===== src/gpe_pkg.sv =====
// Shared types, constants and address map for the GPIO port / EXTI block.
// Used by gpe_port_regs, gpe_exti and gpio_port_edge_interrupt_ctrl_core.
package gpe_pkg;

    localparam int GPE_PORTS = 4;

    // Beat kinds carried on s_axis_tuser
    localparam logic [1:0] FUNC_READ  = 2'd0;
    localparam logic [1:0] FUNC_WRITE = 2'd1;
    localparam logic [1:0] FUNC_TICK  = 2'd2;

    // Per-port register offsets (port p at p*0x400)
    localparam logic [9:0] OFF_MODE  = 10'h000;
    localparam logic [9:0] OFF_OTYPE = 10'h004;
    localparam logic [9:0] OFF_SPEED = 10'h008;
    localparam logic [9:0] OFF_PULL  = 10'h00C;
    localparam logic [9:0] OFF_IDR   = 10'h010;
    localparam logic [9:0] OFF_ODR   = 10'h014;
    localparam logic [9:0] OFF_BSRR  = 10'h018;
    localparam logic [9:0] OFF_AFRL  = 10'h020;
    localparam logic [9:0] OFF_AFRH  = 10'h024;

    // Pin mode code for general-purpose output
    localparam logic [1:0] MODE_OUTPUT = 2'b01;

    // EXTI register addresses
    localparam logic [15:0] ADDR_RTSR   = 16'h8000;
    localparam logic [15:0] ADDR_FTSR   = 16'h8004;
    localparam logic [15:0] ADDR_IMR    = 16'h8080;
    localparam logic [15:0] ADDR_PR     = 16'h8088;
    localparam logic [15:0] ADDR_SELECT = 16'h8408;
    localparam logic [15:0] ADDR_SEL_END = 16'h8418;

    // One decoded access, already qualified by the pipeline advance
    typedef struct packed {
        logic        rd;
        logic        wr;
        logic        tick;
        logic [15:0] addr;
        logic [31:0] wdata;
    } gpe_acc_t;

endpackage


===== src/gpe_port_regs.sv =====
// Per-port GPIO registers: mode, type, speed, pull, output data, alt function,
// sampled input data. Depends on gpe_pkg.
module gpe_port_regs #(
    parameter int PORTS = gpe_pkg::GPE_PORTS
) (
    input  logic             aclk,
    input  logic             aresetn,
    input  gpe_pkg::gpe_acc_t acc,
    input  logic [63:0]      pins,
    output logic [31:0]      rdata,
    output logic [63:0]      pad_out,
    output logic [63:0]      pad_drive_mode
);
    import gpe_pkg::*;

    logic [31:0] mode_reg  [PORTS];
    logic [31:0] mode_next [PORTS];
    logic [15:0] otype_reg [PORTS];
    logic [15:0] otype_next[PORTS];
    logic [31:0] speed_reg [PORTS];
    logic [31:0] speed_next[PORTS];
    logic [31:0] pull_reg  [PORTS];
    logic [31:0] pull_next [PORTS];
    logic [15:0] odr_reg   [PORTS];
    logic [15:0] odr_next  [PORTS];
    logic [63:0] afr_reg   [PORTS];
    logic [63:0] afr_next  [PORTS];
    logic [15:0] idr_reg   [PORTS];
    logic [15:0] idr_next  [PORTS];

    logic [PORTS-1:0] hit;
    logic [9:0]       off;

    assign off = acc.addr[9:0];

    always_comb begin
        for (int p = 0; p < PORTS; p++) begin
            hit[p] = !acc.addr[15] && (acc.addr[14:10] == 5'(p));
        end
    end

    always_comb begin
        rdata          = '0;
        pad_out        = '0;
        pad_drive_mode = '0;
        for (int p = 0; p < PORTS; p++) begin
            mode_next[p]  = mode_reg[p];
            otype_next[p] = otype_reg[p];
            speed_next[p] = speed_reg[p];
            pull_next[p]  = pull_reg[p];
            odr_next[p]   = odr_reg[p];
            afr_next[p]   = afr_reg[p];
            idr_next[p]   = idr_reg[p];

            if (acc.wr && hit[p]) begin
                case (off)
                    OFF_MODE:  mode_next[p]  = acc.wdata;
                    OFF_OTYPE: otype_next[p] = acc.wdata[15:0];
                    OFF_SPEED: speed_next[p] = acc.wdata;
                    OFF_PULL:  pull_next[p]  = acc.wdata;
                    OFF_ODR:   odr_next[p]   = acc.wdata[15:0];
                    // set wins over reset
                    OFF_BSRR:  odr_next[p]   = (odr_reg[p] & ~acc.wdata[31:16])
                                               | acc.wdata[15:0];
                    OFF_AFRL:  afr_next[p]   = {afr_reg[p][63:32], acc.wdata};
                    OFF_AFRH:  afr_next[p]   = {acc.wdata, afr_reg[p][31:0]};
                    default: ;
                endcase
            end

            if (acc.tick) begin
                idr_next[p] = pins[16*p +: 16];
            end

            if (acc.rd && hit[p]) begin
                case (off)
                    OFF_MODE:  rdata = mode_reg[p];
                    OFF_OTYPE: rdata = {16'h0, otype_reg[p]};
                    OFF_SPEED: rdata = speed_reg[p];
                    OFF_PULL:  rdata = pull_reg[p];
                    OFF_IDR:   rdata = {16'h0, idr_reg[p]};
                    OFF_ODR:   rdata = {16'h0, odr_reg[p]};
                    OFF_AFRL:  rdata = afr_reg[p][31:0];
                    OFF_AFRH:  rdata = afr_reg[p][63:32];
                    default:   rdata = '0;
                endcase
            end

            // pad views show the state after this beat
            pad_out[16*p +: 16] = odr_next[p];
            for (int i = 0; i < 16; i++) begin
                pad_drive_mode[16*p + i] = (mode_next[p][2*i +: 2] == MODE_OUTPUT);
            end
        end
    end

    always_ff @(posedge aclk) begin
        for (int p = 0; p < PORTS; p++) begin
            if (!aresetn) begin
                mode_reg[p]  <= '0;
                otype_reg[p] <= '0;
                speed_reg[p] <= '0;
                pull_reg[p]  <= '0;
                odr_reg[p]   <= '0;
                afr_reg[p]   <= '0;
                idr_reg[p]   <= '0;
            end else begin
                mode_reg[p]  <= mode_next[p];
                otype_reg[p] <= otype_next[p];
                speed_reg[p] <= speed_next[p];
                pull_reg[p]  <= pull_next[p];
                odr_reg[p]   <= odr_next[p];
                afr_reg[p]   <= afr_next[p];
                idr_reg[p]   <= idr_next[p];
            end
        end
    end

endmodule


===== src/gpe_exti.sv =====
// External interrupt controller: line-to-port select, edge detect, trigger
// enables, mask and pending bits, grouped interrupt vector. Depends on gpe_pkg.
module gpe_exti #(
    parameter int PORTS = gpe_pkg::GPE_PORTS
) (
    input  logic             aclk,
    input  logic             aresetn,
    input  gpe_pkg::gpe_acc_t acc,
    input  logic [63:0]      pins,
    output logic [31:0]      rdata,
    output logic [6:0]       irq_vec
);
    import gpe_pkg::*;

    logic [15:0] rise_reg,  rise_next;
    logic [15:0] fall_reg,  fall_next;
    logic [15:0] mask_reg,  mask_next;
    logic [15:0] pend_reg,  pend_next;
    logic [15:0] level_reg, level_next;
    logic [3:0]  sel_reg  [16];
    logic [3:0]  sel_next [16];

    logic [15:0] level;
    logic [15:0] sel_off;
    logic        sel_hit;
    logic [1:0]  grp;

    assign sel_off = acc.addr - ADDR_SELECT;
    assign sel_hit = (acc.addr >= ADDR_SELECT) && (acc.addr < ADDR_SEL_END)
                     && (acc.addr[1:0] == 2'b00);
    assign grp     = sel_off[3:2];

    // line level: pin of the selected port, zero when the port does not exist
    always_comb begin
        for (int i = 0; i < 16; i++) begin
            level[i] = (sel_reg[i] < 4'(PORTS)) && pins[{sel_reg[i][1:0], 4'(i)}];
        end
    end

    always_comb begin
        rise_next  = rise_reg;
        fall_next  = fall_reg;
        mask_next  = mask_reg;
        pend_next  = pend_reg;
        level_next = level_reg;
        for (int i = 0; i < 16; i++) begin
            sel_next[i] = sel_reg[i];
        end
        rdata = '0;

        if (acc.wr) begin
            case (acc.addr)
                ADDR_RTSR: rise_next = acc.wdata[15:0];
                ADDR_FTSR: fall_next = acc.wdata[15:0];
                ADDR_IMR:  mask_next = acc.wdata[15:0];
                ADDR_PR:   pend_next = pend_reg & ~acc.wdata[15:0];
                default: begin
                    if (sel_hit) begin
                        for (int k = 0; k < 4; k++) begin
                            sel_next[{grp, 2'(k)}] = acc.wdata[4*k +: 4];
                        end
                    end
                end
            endcase
        end

        if (acc.tick) begin
            pend_next  = pend_reg | (((level & ~level_reg & rise_reg)
                                    | (~level & level_reg & fall_reg)) & mask_reg);
            level_next = level;
        end

        if (acc.rd) begin
            case (acc.addr)
                ADDR_RTSR: rdata = {16'h0, rise_reg};
                ADDR_FTSR: rdata = {16'h0, fall_reg};
                ADDR_IMR:  rdata = {16'h0, mask_reg};
                ADDR_PR:   rdata = {16'h0, pend_reg};
                default: begin
                    if (sel_hit) begin
                        for (int k = 0; k < 4; k++) begin
                            rdata[4*k +: 4] = sel_reg[{grp, 2'(k)}];
                        end
                    end
                end
            endcase
        end
    end

    assign irq_vec = {|pend_next[15:10], |pend_next[9:5], pend_next[4:0]};

    always_ff @(posedge aclk) begin
        if (!aresetn) begin
            rise_reg  <= '0;
            fall_reg  <= '0;
            mask_reg  <= '0;
            pend_reg  <= '0;
            level_reg <= '0;
            for (int i = 0; i < 16; i++) begin
                sel_reg[i] <= '0;
            end
        end else begin
            rise_reg  <= rise_next;
            fall_reg  <= fall_next;
            mask_reg  <= mask_next;
            pend_reg  <= pend_next;
            level_reg <= level_next;
            for (int i = 0; i < 16; i++) begin
                sel_reg[i] <= sel_next[i];
            end
        end
    end

endmodule


===== src/gpio_port_edge_interrupt_ctrl_core.sv =====
// GPIO ports with external edge-interrupt controller. Each input beat is a bus
// read, a bus write or a pin sample tick (s_axis_tuser); each gives exactly one
// result beat carrying read data, the interrupt vector and the pad views after
// that beat. One beat per clock is sustained while the result side is ready; a beat
// is held in the input register and its result is presented from the result register.
// The result register frees the input side: a new beat is taken while a result
// waits, stalling only when both are full.
// Depends on gpe_pkg, gpe_port_regs and gpe_exti.
module gpio_port_edge_interrupt_ctrl_core #(
    parameter int PORTS = gpe_pkg::GPE_PORTS
) (
    input  logic         aclk,
    input  logic         aresetn,
    input  logic         s_axis_tvalid,
    output logic         s_axis_tready,
    input  logic [111:0] s_axis_tdata,  // addr[15:0], wdata[47:16], pins_in[111:48]
    input  logic [1:0]   s_axis_tuser,  // func[1:0]
    output logic         m_axis_tvalid,
    input  logic         m_axis_tready,
    output logic [167:0] m_axis_tdata   // rdata[31:0], irq_vec[38:32],
                                        // pad_out[102:39], pad_drive_mode[166:103]
);
    import gpe_pkg::*;

    logic        in_valid_reg;
    logic [1:0]  in_func_reg;
    logic [15:0] in_addr_reg;
    logic [31:0] in_wdata_reg;
    logic [63:0] in_pins_reg;

    logic        out_valid_reg;
    logic [31:0] out_rdata_reg;
    logic [6:0]  out_irq_reg;
    logic [63:0] out_pad_reg;
    logic [63:0] out_drive_reg;

    logic        adv;
    gpe_acc_t    acc;
    logic [31:0] port_rdata;
    logic [31:0] exti_rdata;
    logic [63:0] pad_out;
    logic [63:0] pad_drive_mode;
    logic [6:0]  irq_vec;

    assign adv           = in_valid_reg && (!out_valid_reg || m_axis_tready);
    assign s_axis_tready = !in_valid_reg || adv;

    assign acc.rd    = adv && (in_func_reg == FUNC_READ);
    assign acc.wr    = adv && (in_func_reg == FUNC_WRITE);
    assign acc.tick  = adv && (in_func_reg == FUNC_TICK);
    assign acc.addr  = in_addr_reg;
    assign acc.wdata = in_wdata_reg;

    gpe_port_regs #(.PORTS(PORTS)) u_port_regs (
        .aclk           (aclk),
        .aresetn        (aresetn),
        .acc            (acc),
        .pins           (in_pins_reg),
        .rdata          (port_rdata),
        .pad_out        (pad_out),
        .pad_drive_mode (pad_drive_mode)
    );

    gpe_exti #(.PORTS(PORTS)) u_exti (
        .aclk    (aclk),
        .aresetn (aresetn),
        .acc     (acc),
        .pins    (in_pins_reg),
        .rdata   (exti_rdata),
        .irq_vec (irq_vec)
    );

    always_ff @(posedge aclk) begin
        if (!aresetn) begin
            in_valid_reg  <= 1'b0;
            out_valid_reg <= 1'b0;
        end else begin
            if (s_axis_tready) begin
                in_valid_reg <= s_axis_tvalid;
            end
            if (adv) begin
                out_valid_reg <= 1'b1;
            end else if (m_axis_tready) begin
                out_valid_reg <= 1'b0;
            end
        end
        if (s_axis_tready && s_axis_tvalid) begin
            in_func_reg  <= s_axis_tuser;
            in_addr_reg  <= s_axis_tdata[15:0];
            in_wdata_reg <= s_axis_tdata[47:16];
            in_pins_reg  <= s_axis_tdata[111:48];
        end
        if (adv) begin
            out_rdata_reg <= port_rdata | exti_rdata;
            out_irq_reg   <= irq_vec;
            out_pad_reg   <= pad_out;
            out_drive_reg <= pad_drive_mode;
        end
    end

    assign m_axis_tvalid = out_valid_reg;
    assign m_axis_tdata  = {1'b0, out_drive_reg, out_pad_reg, out_irq_reg, out_rdata_reg};

    // an advancing beat always lands in the result register
    a_adv_fills_out: assert property (@(posedge aclk) disable iff (!aresetn)
        adv |=> out_valid_reg)
        else $error("advanced beat did not produce a result");

    // an empty result register never stalls the input side
    a_ready_when_empty: assert property (@(posedge aclk) disable iff (!aresetn)
        !out_valid_reg |-> s_axis_tready)
        else $error("input stalled with empty result register");

    // only reads return data
    a_rdata_zero: assert property (@(posedge aclk) disable iff (!aresetn)
        (adv && (in_func_reg != FUNC_READ)) |=> (out_rdata_reg == 32'h0))
        else $error("non-read beat returned read data");

endmodule


===== config.mk =====
export PLATFORM = sky130hd
export DESIGN_NAME = gpio_port_edge_interrupt_ctrl_core
export DESIGN_NICKNAME = d
export VERILOG_FILES = /design/src/gpe_pkg.sv /design/src/gpe_port_regs.sv /design/src/gpe_exti.sv /design/src/gpio_port_edge_interrupt_ctrl_core.sv
export SDC_FILE = /design/constraint.sdc
export NUM_CORES = 2
export LEC_CHECK = 0
export ABC_AREA = 1
export BUFFER_PORTS_ARGS = -buffer_cell sky130_fd_sc_hd__buf_2
export CORE_MARGIN = 3
export CORE_UTILIZATION = 30
export CTS_BUF_LIST = sky130_fd_sc_hd__clkbuf_4
export CTS_CLUSTER_DIAMETER = 50
export DETAILED_ROUTE_END_ITERATION = 10
export GPL_TIMING_DRIVEN = 0
export PLACE_DENSITY = 0.5
export SLEW_MARGIN = 20
export SYNTH_ARGS = -nofsm -noshare
export SYNTH_HDL_FRONTEND = slang
export SYNTH_SLANG_ARGS = --single-unit
export TNS_END_PERCENT = 100

===== constraint.sdc =====
create_clock -name aclk -period 13 [get_ports aclk]
set_input_delay 2.6 -clock aclk [delete_from_list [all_inputs] [get_ports aclk]]
set_output_delay 2.6 -clock aclk [all_outputs]
set_load 0.02 [all_outputs]

==> results.cfg <==
[critical_path]
critPathLaunchType = input pin
r2r_start = in_addr_reg[3]
crit_slowest_cell = buf_2
reg2reg_setup_slack_ps = 8170
cp.required_ps = 10400
cp-endpoint = s_axis_tready
startpoint = m_axis_tready
worst_r2r_endpoint = out_rdata_reg[5]
critical-path-max-stage-delay_ps = 180
cpMostUsedCell = buf_2
arrival_ps = 3020
cp_max_fo = 3
critPathKind = input pin to primary output
rr_worst_depth = 12
end_kind = primary output
path_cells = buf_2, inv_2, nand3_1, buf_2

[floorplan]
core_area_mm2 = 0.172
die_x_um = 423
fp.dieH_um = 423
initial_core_util_pct = 30.3
ios = 288
rows = 152
dieArea_mm2 = 0.179

[cts]
clock-root-buffer = clkbuf_4
clock_sinks = 1259
post_cts_buffers = 0
htree_levels = 5
clk_pin_slew_worst_paths_ps = 70
cts_made_buffers = 375
clock_latency_ps = 1430
clk_path_buf_depth = 4
cts_tree = done
cts_resized = 0
cts_hold_repair.buffers = 0

[global_routing]
grt_max_degree = 86
grt_overflow = 0
grt_use_total_pct = 31.6
grt_pass1_wl_mm = 396
grt_pass1_vias = 50800
antenna_found_initial = 26

[timing]
setup_viol_count_final = 0
fin_crit_sh_pct = 43.3
fin_worst_skew_ps = 114
finalWorstSetupSlack_ps = 7380
fin_crit_ps = 5620
grt_setup_unrepaired = false
worst_pin_slew_ps = 1270
relSlewSlack_pct = 15.5
max_freq_ghz = 0.178
final_max_slew_viol_count = 0
hold_viol_final = 0
fin_hold_ws_ps = 458

[placed_design]
dp_hpwl_mm = 228
dp_slack_ps = 6120
gp_congestion = 1.00
dp.cells = 9383
port_buffers = 285

[yosys]
synth.distinct_cells = 35
postSynthCellCount = 6785
yosysWarnings = 0
synth_top_family_by_area = simple AND/OR/NAND/NOR gates
yosysSeqAreaShare_pct = 53.6
synthMuxAreaShare_pct = 0
syn_area_mm2 = 0.0523
syn_avg_cell_area_um2 = 7.70
synth_compound_area_share_pct = 17.6
yosys_register_bits = 1259
synth_fa_ha_area_share_pct = 0
synth_xor_area_share_pct = 0
synth-simple-area-share_pct = 22.3
synth_fp_nets = 6903

[flow_run]
drv_cap = 0

[routing]
drtIter0Drc = 6695
via_count = 53900
wl_per_cell_um = 29.2
drc = 0
dr.pass1.iters = 7
vias_per_cell = 5.37
ant_nets = 0
wirelength_mm = 293

[power]
vdd_drop_max_mv = 0.101
p_leak_nw = 25.9
power.density_mw_per_mm2 = 137
power_mw = 8.40

[cells_and_area]
area_growth_pct = 17.4
fin_nets = 7568
drive_above_1_share_pct = 14.2
layout_commonest_cell = nand2_1
largest_reg_flops = 256
final_cell_count_no_fill = 10000
layout_common_cells = nand2_1 (1,432), dfxtp_1 (978), nor2_1 (941), o21ai_0 (836), a21oi_1 (689)
utilization_pct = 35.6

[min_path]
hold_class = register to register

[status]
outcome = finished, final reports clean
==> cells in the mapped netlist <==
cell type	instances	area, um2
a31oi_1	2	12.5
nand2_2	3	18.8
nand2_1	1432	5380
a21oi_1	689	3450
a22oi_1	8	60.1
o21ai_0	836	4180
nand3b_1	1	7.51
o22ai_1	159	995
o31ai_1	7	52.6
nor2_2	26	163
buf_4	8	60.1
clkbuf_1	337	1260
conb_1	1	3.75
a211oi_1	8	60.1
edfxtp_1	281	8440
nor2_4	6	67.6
nand4_1	41	257
clkbuf_2	1	5.00
clkinv_1	19	71.3
o21bai_1	7	52.6
nor3_1	7	35.0
dfxtp_1	978	19600
nor2_1	941	3530
o211ai_1	10	75.1
nand2_4	1	11.3
o221ai_1	1	8.76
o21ai_2	1	8.76
buf_1	24	90.1
inv_2	41	154
o21ai_1	42	210
nor3_4	1	16.3
inv_1	315	1180
nand3_1	432	2160
o2111ai_1	1	8.76
buf_2	118	591
==> layout make-up <==
cell class              count  area [um2]
multi-input cells        4663       20800
plain buffers             488        2030
clock inverters            71         379
well taps                2310        2890
flip-flops and latches   1259       28000
fillers                 18800      111000
clock buffers             563        4230
inverters                 375        1420
diodes                     20        50.0
repair buffers            288        1510
==> how the worst min path moves through the flow <==
stage,depth (start not counted),slack (ps),from,end
after CTS,2,460,u_port_regs.afr_reg[1][4],u_port_regs.afr_reg[1][4]
after floorplan,2,430,u_port_regs.afr_reg[0][16],u_port_regs.afr_reg[0][16]
final,2,460,u_port_regs.afr_reg[1][11],u_port_regs.afr_reg[1][11]
after global routing,2,480,u_port_regs.idr_reg[1][1],u_port_regs.idr_reg[1][1]
after global placement,2,440,u_port_regs.afr_reg[1][11],u_port_regs.afr_reg[1][11]
after detailed placement,2,450,u_port_regs.afr_reg[1][11],u_port_regs.afr_reg[1][11]
==> cell families after synthesis <==
group | count (synthesis)
and+or+nand+nor | 2891
buffers and inverters | 863
other | 1
DFF | 1259
AOI/OAI and AO/OA | 1771
==> critical path, delay by kind of cell <==
family / cells / cell delay [ps]
buffers and inverters: 3 / 320
AND/OR/NAND/NOR: 1 / 100
==> routing by layer <==
| metal | vias up | routed length [um] | GRT usage, % |
|---|---|---|---|
| li1 | 24200 | - | - |
| met1 | 26100 | 117000 | 39.9 |
| met2 | 2899 | 128000 | 48.5 |
| met3 | 691 | 23600 | 5.88 |
| met4 | 6 | 24000 | 22.8 |
| met5 | - | 47 | 0 |
==> metrics by stage <==
stage	cell area (um2)	setup TNS [ps]
floorplan	52300	0
global placement	56600	-16330
detailed placement	56700	0
CTS	61300	0
global route	61300	0
finish	61400	0
==> where the power goes <==
group | switching (mW) | internal (mW)
clock network | 1.86 | 2.03
logic | 0.325 | 0.0714
registers | 0.0562 | 4.05
Power figures use the tool's default switching activity.
